==> src/rtl/pcf_pkg.sv <==
// Shared types, constants and a helper function of the pixel color filter.
package pcf_pkg;

  localparam int ADDR_W      = 5;
  localparam int DATA_W      = 32;
  localparam int NUM_LANES   = 3;
  localparam int LANE_STAGES = 4;
  localparam int PIPE_STAGES = LANE_STAGES + 2;

  // Lane positions in the lane array.
  localparam int LANE_BLUE  = 0;
  localparam int LANE_GREEN = 1;
  localparam int LANE_RED   = 2;

  // Register indexes (byte address divided by four).
  localparam logic [2:0] REG_FILTER_MODE   = 3'd0;
  localparam logic [2:0] REG_TONE_BLUE     = 3'd1;
  localparam logic [2:0] REG_TONE_GREEN    = 3'd2;
  localparam logic [2:0] REG_TONE_RED      = 3'd3;
  localparam logic [2:0] REG_TONE_STRENGTH = 3'd4;

  // Luma weights in thousandths.
  localparam logic [9:0] LUMA_W_BLUE  = 10'd114;
  localparam logic [9:0] LUMA_W_GREEN = 10'd587;
  localparam logic [9:0] LUMA_W_RED   = 10'd299;

  // Reciprocals: floor(x * RECIP >> SHIFT) equals floor(x / divisor) over the
  // value range that each one is used on.
  localparam logic [48:0] RECIP_255  = 49'd16843010;   // ceil(2^32 / 255)
  localparam logic [19:0] RECIP_3    = 20'd683;        // ceil(2^11 / 3)
  localparam logic [36:0] RECIP_1000 = 37'd268436;     // ceil(2^28 / 1000)

  typedef enum logic [2:0] {
    MODE_NEGATIVE = 3'd0,
    MODE_AVERAGE  = 3'd1,
    MODE_LUMA     = 3'd2,
    MODE_DESAT    = 3'd3,
    MODE_BLUE     = 3'd4,
    MODE_GREEN    = 3'd5,
    MODE_RED      = 3'd6,
    MODE_TONING   = 3'd7
  } filter_mode_t;

  typedef struct packed {
    filter_mode_t mode;
    logic [7:0]   tone_blue;
    logic [7:0]   tone_green;
    logic [7:0]   tone_red;
    logic [7:0]   tone_strength;
  } cfg_t;

  typedef struct packed {
    logic [LANE_STAGES-1:0] load;
  } lane_en_t;

  typedef struct packed {
    logic load_sum;
    logic load_out;
  } merge_en_t;

  typedef struct packed {
    logic [7:0]  chan;
    logic [17:0] weighted;
    logic [7:0]  toned;
  } lane_out_t;

  // Exact floor(x / 255) for x up to 65025.
  function automatic logic [7:0] div255(input logic [15:0] x);
    logic [16:0] tmp;
    tmp = {1'b0, x} + {9'd0, x[15:8]} + 17'd1;
    return tmp[15:8];
  endfunction

endpackage

==> src/rtl/pcf_regs.sv <==
// Configuration registers behind the APB-style port.
module pcf_regs (
  input  logic                       clk,
  input  logic                       rst,
  input  logic                       psel,
  input  logic                       penable,
  input  logic                       pwrite,
  input  logic [pcf_pkg::ADDR_W-1:0] paddr,
  input  logic [pcf_pkg::DATA_W-1:0] pwdata,
  output logic [pcf_pkg::DATA_W-1:0] prdata,
  output logic                       pready,
  output pcf_pkg::cfg_t              cfg
);

  logic [2:0] index;
  logic       write;

  assign index  = paddr[pcf_pkg::ADDR_W-1:2];
  assign write  = psel && penable && pwrite;
  assign pready = 1'b1;

  always_ff @(posedge clk) begin
    if (rst) begin
      cfg.mode          <= pcf_pkg::MODE_AVERAGE;
      cfg.tone_blue     <= 8'd0;
      cfg.tone_green    <= 8'd0;
      cfg.tone_red      <= 8'd0;
      cfg.tone_strength <= 8'd0;
    end else if (write) begin
      case (index)
        pcf_pkg::REG_FILTER_MODE:   cfg.mode <= pcf_pkg::filter_mode_t'(pwdata[2:0]);
        pcf_pkg::REG_TONE_BLUE:     cfg.tone_blue <= pwdata[7:0];
        pcf_pkg::REG_TONE_GREEN:    cfg.tone_green <= pwdata[7:0];
        pcf_pkg::REG_TONE_RED:      cfg.tone_red <= pwdata[7:0];
        pcf_pkg::REG_TONE_STRENGTH: cfg.tone_strength <= pwdata[7:0];
        default: begin
        end
      endcase
    end
  end

  always_comb begin
    case (index)
      pcf_pkg::REG_FILTER_MODE:   prdata = {29'd0, cfg.mode};
      pcf_pkg::REG_TONE_BLUE:     prdata = {24'd0, cfg.tone_blue};
      pcf_pkg::REG_TONE_GREEN:    prdata = {24'd0, cfg.tone_green};
      pcf_pkg::REG_TONE_RED:      prdata = {24'd0, cfg.tone_red};
      pcf_pkg::REG_TONE_STRENGTH: prdata = {24'd0, cfg.tone_strength};
      default:                    prdata = '0;
    endcase
  end

endmodule

==> src/rtl/pcf_lane.sv <==
// One color channel lane: luma weighting and the toning arithmetic.
module pcf_lane (
  input  logic                clk,
  input  pcf_pkg::lane_en_t   en,
  input  logic [7:0]          chan,
  input  logic [7:0]          tone,
  input  logic [7:0]          strength,
  input  logic [9:0]          weight,
  output pcf_pkg::lane_out_t  result
);

  // Stage 1
  logic [7:0]  c1;
  logic [7:0]  t1;
  logic [15:0] ca1;
  logic [17:0] wc1;
  // Stage 2
  logic [7:0]  c2;
  logic [17:0] wc2;
  logic [23:0] cat2;
  logic [7:0]  dv2;
  // Stage 3
  logic [7:0]  c3;
  logic [17:0] wc3;
  logic [7:0]  dv3;
  logic [15:0] q3;
  // Stage 4
  logic [7:0]  c4;
  logic [17:0] wc4;
  logic [7:0]  toned4;

  logic [48:0] recip_prod;
  logic [8:0]  tone_sum;

  assign recip_prod = {25'd0, cat2} * pcf_pkg::RECIP_255;
  assign tone_sum   = {1'b0, pcf_pkg::div255(q3)} + {1'b0, c3} - {1'b0, dv3};

  always_ff @(posedge clk) begin
    if (en.load[0]) begin
      c1  <= chan;
      t1  <= tone;
      ca1 <= {8'd0, chan} * {8'd0, strength};
      wc1 <= {10'd0, chan} * {8'd0, weight};
    end
    if (en.load[1]) begin
      c2   <= c1;
      wc2  <= wc1;
      cat2 <= {8'd0, ca1} * {16'd0, t1};
      dv2  <= pcf_pkg::div255(ca1);
    end
    if (en.load[2]) begin
      c3  <= c2;
      wc3 <= wc2;
      dv3 <= dv2;
      // c*a*t/255, later divided by 255 once more: nested floors are exact.
      q3  <= recip_prod[47:32];
    end
    if (en.load[3]) begin
      c4     <= c3;
      wc4    <= wc3;
      toned4 <= tone_sum[7:0];
    end
  end

  assign result.chan     = c4;
  assign result.weighted = wc4;
  assign result.toned    = toned4;

endmodule

==> src/rtl/pcf_merge.sv <==
// Merging stages: grayscale values from all lanes and the mode select.
module pcf_merge (
  input  logic                clk,
  input  pcf_pkg::merge_en_t  en,
  input  pcf_pkg::filter_mode_t mode,
  input  pcf_pkg::lane_out_t  lanes [pcf_pkg::NUM_LANES],
  output logic [7:0]          out_blue,
  output logic [7:0]          out_green,
  output logic [7:0]          out_red
);

  logic [7:0]  b5, g5, r5;
  logic [7:0]  tb5, tg5, tr5;
  logic [9:0]  sum5;
  logic [17:0] luma5;
  logic [7:0]  lo5, hi5;

  logic [7:0]  b, g, r;
  logic [7:0]  lo_bg, hi_bg;
  logic [19:0] avg_prod;
  logic [36:0] luma_prod;
  logic [8:0]  desat_sum;
  logic [7:0]  ob, og, orr;

  assign b = lanes[pcf_pkg::LANE_BLUE].chan;
  assign g = lanes[pcf_pkg::LANE_GREEN].chan;
  assign r = lanes[pcf_pkg::LANE_RED].chan;

  assign lo_bg = (b < g) ? b : g;
  assign hi_bg = (b > g) ? b : g;

  always_ff @(posedge clk) begin
    if (en.load_sum) begin
      b5    <= b;
      g5    <= g;
      r5    <= r;
      tb5   <= lanes[pcf_pkg::LANE_BLUE].toned;
      tg5   <= lanes[pcf_pkg::LANE_GREEN].toned;
      tr5   <= lanes[pcf_pkg::LANE_RED].toned;
      sum5  <= {2'd0, b} + {2'd0, g} + {2'd0, r};
      luma5 <= lanes[pcf_pkg::LANE_BLUE].weighted + lanes[pcf_pkg::LANE_GREEN].weighted
             + lanes[pcf_pkg::LANE_RED].weighted;
      lo5   <= (lo_bg < r) ? lo_bg : r;
      hi5   <= (hi_bg > r) ? hi_bg : r;
    end
  end

  assign avg_prod  = {10'd0, sum5} * pcf_pkg::RECIP_3;
  assign luma_prod = {19'd0, luma5} * pcf_pkg::RECIP_1000;
  assign desat_sum = {1'b0, lo5} + {1'b0, hi5};

  always_comb begin
    case (mode)
      pcf_pkg::MODE_NEGATIVE: begin
        ob = ~b5; og = ~g5; orr = ~r5;
      end
      pcf_pkg::MODE_AVERAGE: begin
        ob = avg_prod[18:11]; og = avg_prod[18:11]; orr = avg_prod[18:11];
      end
      pcf_pkg::MODE_LUMA: begin
        ob = luma_prod[35:28]; og = luma_prod[35:28]; orr = luma_prod[35:28];
      end
      pcf_pkg::MODE_DESAT: begin
        ob = desat_sum[8:1]; og = desat_sum[8:1]; orr = desat_sum[8:1];
      end
      pcf_pkg::MODE_BLUE: begin
        ob = b5; og = b5; orr = b5;
      end
      pcf_pkg::MODE_GREEN: begin
        ob = g5; og = g5; orr = g5;
      end
      pcf_pkg::MODE_RED: begin
        ob = r5; og = r5; orr = r5;
      end
      pcf_pkg::MODE_TONING: begin
        ob = tb5; og = tg5; orr = tr5;
      end
      default: begin
        ob = tb5; og = tg5; orr = tr5;
      end
    endcase
  end

  always_ff @(posedge clk) begin
    if (en.load_out) begin
      out_blue  <= ob;
      out_green <= og;
      out_red   <= orr;
    end
  end

endmodule

==> src/rtl/pixel_color_filter.sv <==
// Top level of the pixel color filter: stage control and lane instances.
//
//   port group        direction  handshake            carries
//   in_*              in         in_valid / in_ready  in_blue, in_green, in_red, end_of_image
//   out_*             out        out_valid / out_ready out_blue, out_green, out_red,
//                                                     end_of_image_out
//   p*                in/out     APB-style, pready=1  filter_mode, tone color, tone strength
//
// One pixel request is taken every clock while in_ready is high; it passes six register
// stages, the last of them the output register. The stages are four lane stages (two
// chained multiplies, a reciprocal divide by 255 and the tone sum) and two merge
// stages (sum, then divide and select).
// Reset clears all stage valid bits and loads the register defaults.
// A stall on the output holds the last stage; earlier stages keep moving until
// they fill, so bubbles are squeezed out and no request is lost.
module pixel_color_filter (
  input  logic                       clk,
  input  logic                       rst,
  input  logic                       in_valid,
  output logic                       in_ready,
  input  logic [7:0]                 in_blue,
  input  logic [7:0]                 in_green,
  input  logic [7:0]                 in_red,
  input  logic                       end_of_image,
  output logic                       out_valid,
  input  logic                       out_ready,
  output logic [7:0]                 out_blue,
  output logic [7:0]                 out_green,
  output logic [7:0]                 out_red,
  output logic                       end_of_image_out,
  input  logic                       psel,
  input  logic                       penable,
  input  logic                       pwrite,
  input  logic [pcf_pkg::ADDR_W-1:0] paddr,
  input  logic [pcf_pkg::DATA_W-1:0] pwdata,
  output logic [pcf_pkg::DATA_W-1:0] prdata,
  output logic                       pready
);

  pcf_pkg::cfg_t      cfg;
  pcf_pkg::lane_en_t  lane_en;
  pcf_pkg::merge_en_t merge_en;
  pcf_pkg::lane_out_t lane_out [pcf_pkg::NUM_LANES];

  logic [pcf_pkg::PIPE_STAGES-1:0] stage_valid;
  logic [pcf_pkg::PIPE_STAGES-1:0] stage_ready;
  logic [pcf_pkg::PIPE_STAGES-1:0] eoi;

  // A stage may load when it is empty or when its content moves on.
  always_comb begin
    stage_ready[pcf_pkg::PIPE_STAGES-1] = !stage_valid[pcf_pkg::PIPE_STAGES-1] || out_ready;
    for (int k = pcf_pkg::PIPE_STAGES - 2; k >= 0; k--) begin
      stage_ready[k] = !stage_valid[k] || stage_ready[k+1];
    end
  end

  always_ff @(posedge clk) begin
    if (rst) begin
      stage_valid <= '0;
    end else begin
      if (stage_ready[0]) begin
        stage_valid[0] <= in_valid;
      end
      for (int k = 1; k < pcf_pkg::PIPE_STAGES; k++) begin
        if (stage_ready[k]) begin
          stage_valid[k] <= stage_valid[k-1];
        end
      end
    end
  end

  always_ff @(posedge clk) begin
    if (stage_ready[0]) begin
      eoi[0] <= end_of_image;
    end
    for (int k = 1; k < pcf_pkg::PIPE_STAGES; k++) begin
      if (stage_ready[k]) begin
        eoi[k] <= eoi[k-1];
      end
    end
  end

  assign lane_en.load     = stage_ready[pcf_pkg::LANE_STAGES-1:0];
  assign merge_en.load_sum = stage_ready[pcf_pkg::LANE_STAGES];
  assign merge_en.load_out = stage_ready[pcf_pkg::LANE_STAGES+1];

  assign in_ready         = stage_ready[0];
  assign out_valid        = stage_valid[pcf_pkg::PIPE_STAGES-1];
  assign end_of_image_out = eoi[pcf_pkg::PIPE_STAGES-1];

  pcf_regs u_regs (
    .clk     (clk),
    .rst     (rst),
    .psel    (psel),
    .penable (penable),
    .pwrite  (pwrite),
    .paddr   (paddr),
    .pwdata  (pwdata),
    .prdata  (prdata),
    .pready  (pready),
    .cfg     (cfg)
  );

  pcf_lane u_lane_blue (
    .clk      (clk),
    .en       (lane_en),
    .chan     (in_blue),
    .tone     (cfg.tone_blue),
    .strength (cfg.tone_strength),
    .weight   (pcf_pkg::LUMA_W_BLUE),
    .result   (lane_out[pcf_pkg::LANE_BLUE])
  );

  pcf_lane u_lane_green (
    .clk      (clk),
    .en       (lane_en),
    .chan     (in_green),
    .tone     (cfg.tone_green),
    .strength (cfg.tone_strength),
    .weight   (pcf_pkg::LUMA_W_GREEN),
    .result   (lane_out[pcf_pkg::LANE_GREEN])
  );

  pcf_lane u_lane_red (
    .clk      (clk),
    .en       (lane_en),
    .chan     (in_red),
    .tone     (cfg.tone_red),
    .strength (cfg.tone_strength),
    .weight   (pcf_pkg::LUMA_W_RED),
    .result   (lane_out[pcf_pkg::LANE_RED])
  );

  pcf_merge u_merge (
    .clk       (clk),
    .en        (merge_en),
    .mode      (cfg.mode),
    .lanes     (lane_out),
    .out_blue  (out_blue),
    .out_green (out_green),
    .out_red   (out_red)
  );

endmodule
==> config.mk <==
export PLATFORM = sky130hd
export DESIGN_NAME = pixel_color_filter
export DESIGN_NICKNAME = d
export VERILOG_FILES = /design/src/rtl/pcf_pkg.sv /design/src/rtl/pcf_regs.sv /design/src/rtl/pcf_lane.sv /design/src/rtl/pcf_merge.sv /design/src/rtl/pixel_color_filter.sv
export SDC_FILE = /design/constraint.sdc
export NUM_CORES = 2
export LEC_CHECK = 0
export BUFFER_PORTS_ARGS = -buffer_cell sky130_fd_sc_hd__buf_2
export CAP_MARGIN = 20
export CORE_MARGIN = 2
export CORE_UTILIZATION = 65
export CTS_CLUSTER_DIAMETER = 100
export CTS_CLUSTER_SIZE = 10
export DETAILED_ROUTE_END_ITERATION = 12
export PLACE_DENSITY = 0.82
export SYNTH_ARGS = -nofsm -noshare
export SYNTH_HDL_FRONTEND = slang
export SYNTH_SLANG_ARGS = --single-unit
export TNS_END_PERCENT = 10
==> constraint.sdc <==
create_clock -name clk -period 12.08 [get_ports clk]
set_input_delay 3.02 -clock clk [delete_from_list [all_inputs] [get_ports clk]]
set_output_delay 3.02 -clock clk [all_outputs]
set_load 0.05 [all_outputs]
==> metrics.cfg <==
[run_status]
outcome = complete, no violations

[worst_hold_path]
hold_depth = 0
hold_path_class = flop to flop

[power]
ir_worst_vdd_mv = 0.492
leakage_uw = 0.0346
p_per_area_nw_per_um2 = 237

[clock_network]
h-tree-depth = 3
cts_resized = 0
clk-insertion-delay-late_ns = 0.68
cts_buffer_depth = 3
cts.sinks = 699
hold_buffers = 0
cts_tree = built
cts_inserted_buffers = 82
postCtsSetupBuffers = 0
cts-root-buf = clkbuf_16
clk_pin_slew_ns = 0.05

[global_route]
grt_max_degree = 94
first_global_vias = 42900
grt_pass1_wl_mm = 220
grt-ovfl-total = 0
antenna_found_initial = 9
grt_use_total_pct = 28.0

[setup_path]
crit_required_ns = 9.06
arrival_ns = 4.73
cp-end-kind = primary output
start_kind = primary input
ff2ff_path_depth = 20
criticalPathCategory = primary input to primary output
r2r_slack_ns = 5.76
crit_fanout = 14

[finish]
fill_cells = 6663
multi_input_area_um2 = 38900
final_cells = 7038
layout-drive-gt1-share_pct = 4.20
syn_to_final_growth_pct = 6.56
nets = 7543
regArea_um2 = 20600

[placed_design]
dp.cells = 6913
gp_congestion = 0.928
port_buffers = 77
dp_slack_ns = 4.18
dp_hpwl_mm = 104

[timing]
final_max_slew_viol_count = 0
timing.hold.ws_ns = 0.398
min_period_over_period_pct = 64.2
fmax_mhz = 129
finalSetupViolCount = 0
hold_viol = 0
rsz0062_at_grt = false
layout_min_cycle_time_ns = 7.75
skew_ns = 0.0531
tightestPinTransition_ns = 1.11
max-slew-margin-rel_pct = 26.0
tns_ns = 0
layout_setup_ws_ns = 4.33

[detailed_routing]
route.detailed.drc = 0
vias = 40800
drt_iter0_markers = 2944
vias_per_cell = 5.80
antenna_left = 0
post_drt_wl_per_cell_um = 19.3
first_pass_iters = 6
wirelength_mm = 136

[floorplanning]
die_w_um = 317
start_util_pct = 65.6
rows = 114
ios = 129
die_h_um = 317
core_area_um2 = 96700
dieArea_um2 = 100000

[yosys]
ys.flop_type = edfxtp_1
synth-seq-cells = 699
synth_area_um2 = 63500
synth_edf_count = 658
syn_avg_cell_area_um2 = 11.3
synth_cell_types = 76
async_flop_share_pct = 0
seq_area_frac_synth_pct = 32.4
synth_cells = 5638
ys_warn_count = 0

[job]
maxCapViolCount = 0

## worst max-delay path: stages
cell and delay, ns:
buf_2 0.10, nor2b_1 0.45, and3_1 0.49, nand4_1 0.14
buf_4 0.25, buf_2 0.25
## Yosys cell counts, types with 5 or more instances
master	n	area share (%)
a2111oi_0	7	0.097
a211oi_1	13	0.15
a21boi_0	12	0.14
a21o_1	66	0.78
a21oi_1	175	1.4
a22oi_1	23	0.27
a31o_2	6	0.083
a31oi_1	10	0.099
a32oi_1	7	0.097
and2_1	298	2.9
and3_1	20	0.20
buf_4	25	0.30
clkbuf_1	90	0.53
dfxtp_1	41	1.3
edfxtp_1	658	31
fa_1	547	17
ha_1	1204	24
inv_1	960	5.7
mux2_2	20	0.35
mux2i_1	48	0.76
nand2_1	417	2.5
nand2b_1	37	0.36
nand3_1	41	0.32
nand4_1	27	0.27
nor2_1	199	1.2
nor2b_1	32	0.32
nor3_1	38	0.30
o2111ai_1	5	0.069
o211ai_1	7	0.083
o21a_1	66	0.78
o21ai_0	123	0.97
o21ai_1	11	0.087
o21bai_1	41	0.48
o31ai_1	6	0.071
o41ai_1	5	0.069
or3_1	6	0.059
xnor2_1	218	3.0
xor2_1	50	0.69
## per-stage QoR
stage	cell area [um^2]	util (%)	power (uW)
2_1_floorplan	63600	-	10800
3_5_place_dp	65200	67.4	13600
5_1_grt	67600	69.9	17500
4_1_cts	67600	69.9	16000
3_3_place_gp	65200	67.4	13200
6_report	67600	69.9	16000
## path summary, 6_finish.rpt
kind,from,end
setup / recovery,out_ready,in_ready
hold / removal,u_lane_red.wc2[13],u_lane_red.wc3[13]
setup reg to reg,u_merge.luma5[7],u_merge.out_green[6]
hold reg to reg,u_lane_red.wc2[13],u_lane_red.wc3[13]
## where the power goes
group	internal (uW)	switching (uW)	leakage, uW	total (uW)
Combinational	4140	5860	0.0258	10000
Sequential	3470	288	0.00774	3760
Clock	1280	992	0.00115	2270
Total	8890	7140	0.0346	16000
## registers in the layout, summed over array words and instances (netlist names), 18 cells and up
name               cells
u_lane_blue.cat2      24
u_lane_green.cat2     24
u_lane_green.wc1      18
u_lane_green.wc2      18
u_lane_green.wc3      18
u_lane_green.wc4      18
u_lane_red.cat2       24
u_merge.luma5         18
u_regs.cfg            35
## placed cells by master, fill, tap and decap left out, types with 6 or more instances in the layout
master     instances
ha_1            1204
inv_1            959
edfxtp_1         658
fa_1             547
nand2_1          415
and2_1           298
xnor2_1          218
nor2_1           199
a21oi_1          175
o21ai_0          123
clkbuf_16         82
buf_2             77
a21o_1            66
o21a_1            66
xor2_1            50
mux2i_1           48
o21bai_1          41
dfxtp_1           41
nand3_1           40
nand2b_1          37
nor3_1            37
nor2b_1           32
nand4_1           27
conb_1            25
clkbuf_1          25
a22oi_1           23
and3_1            20
mux2_2            20
buf_4             18
a211oi_1          13
a21boi_0          12
o21ai_1           11
a31oi_1           10
o211ai_1           7
a2111oi_0          7
a32oi_1            7
o31ai_1            6
a31o_2             6
or3_1              6
## area by class of cell
class                      count  area share (%)
inverter                     960            5.33
tap                         1276            2.36
multi-input combinational   3883            57.5
timing repair buffer          97           0.851
antenna                        3          0.0111
sequential                   699            30.4
clock inverter                13           0.377
clock buffer                 107            3.17
## logic make-up (layout without fill, tap and decap cells)
logic type	after synthesis	in the layout	share of synthesized area, %
xor gates and xnor gates	268	268	3.70
AOI/OAI and AO/OA	641	641	6.66
buffers and inverters	1079	1177	6.53
DFF	699	699	32.4
adders and majority gates	1751	1751	41.0
muxes	68	68	1.11
and+or+nand+nor	1130	1130	8.59
other	2	28	0.0118
## layer usage
metal | vias to the layer above | GRT usage [%] | share of wire (%)
met5 | - | 0 | 0.027
met4 | 8 | 8.78 | 2.9
met3 | 256 | 4.25 | 7.1
met2 | 1341 | 46.5 | 48
met1 | 20100 | 38.1 | 42
li1 | 19100 | - | -
No activity file was read; power rests on OpenSTA's default activity.
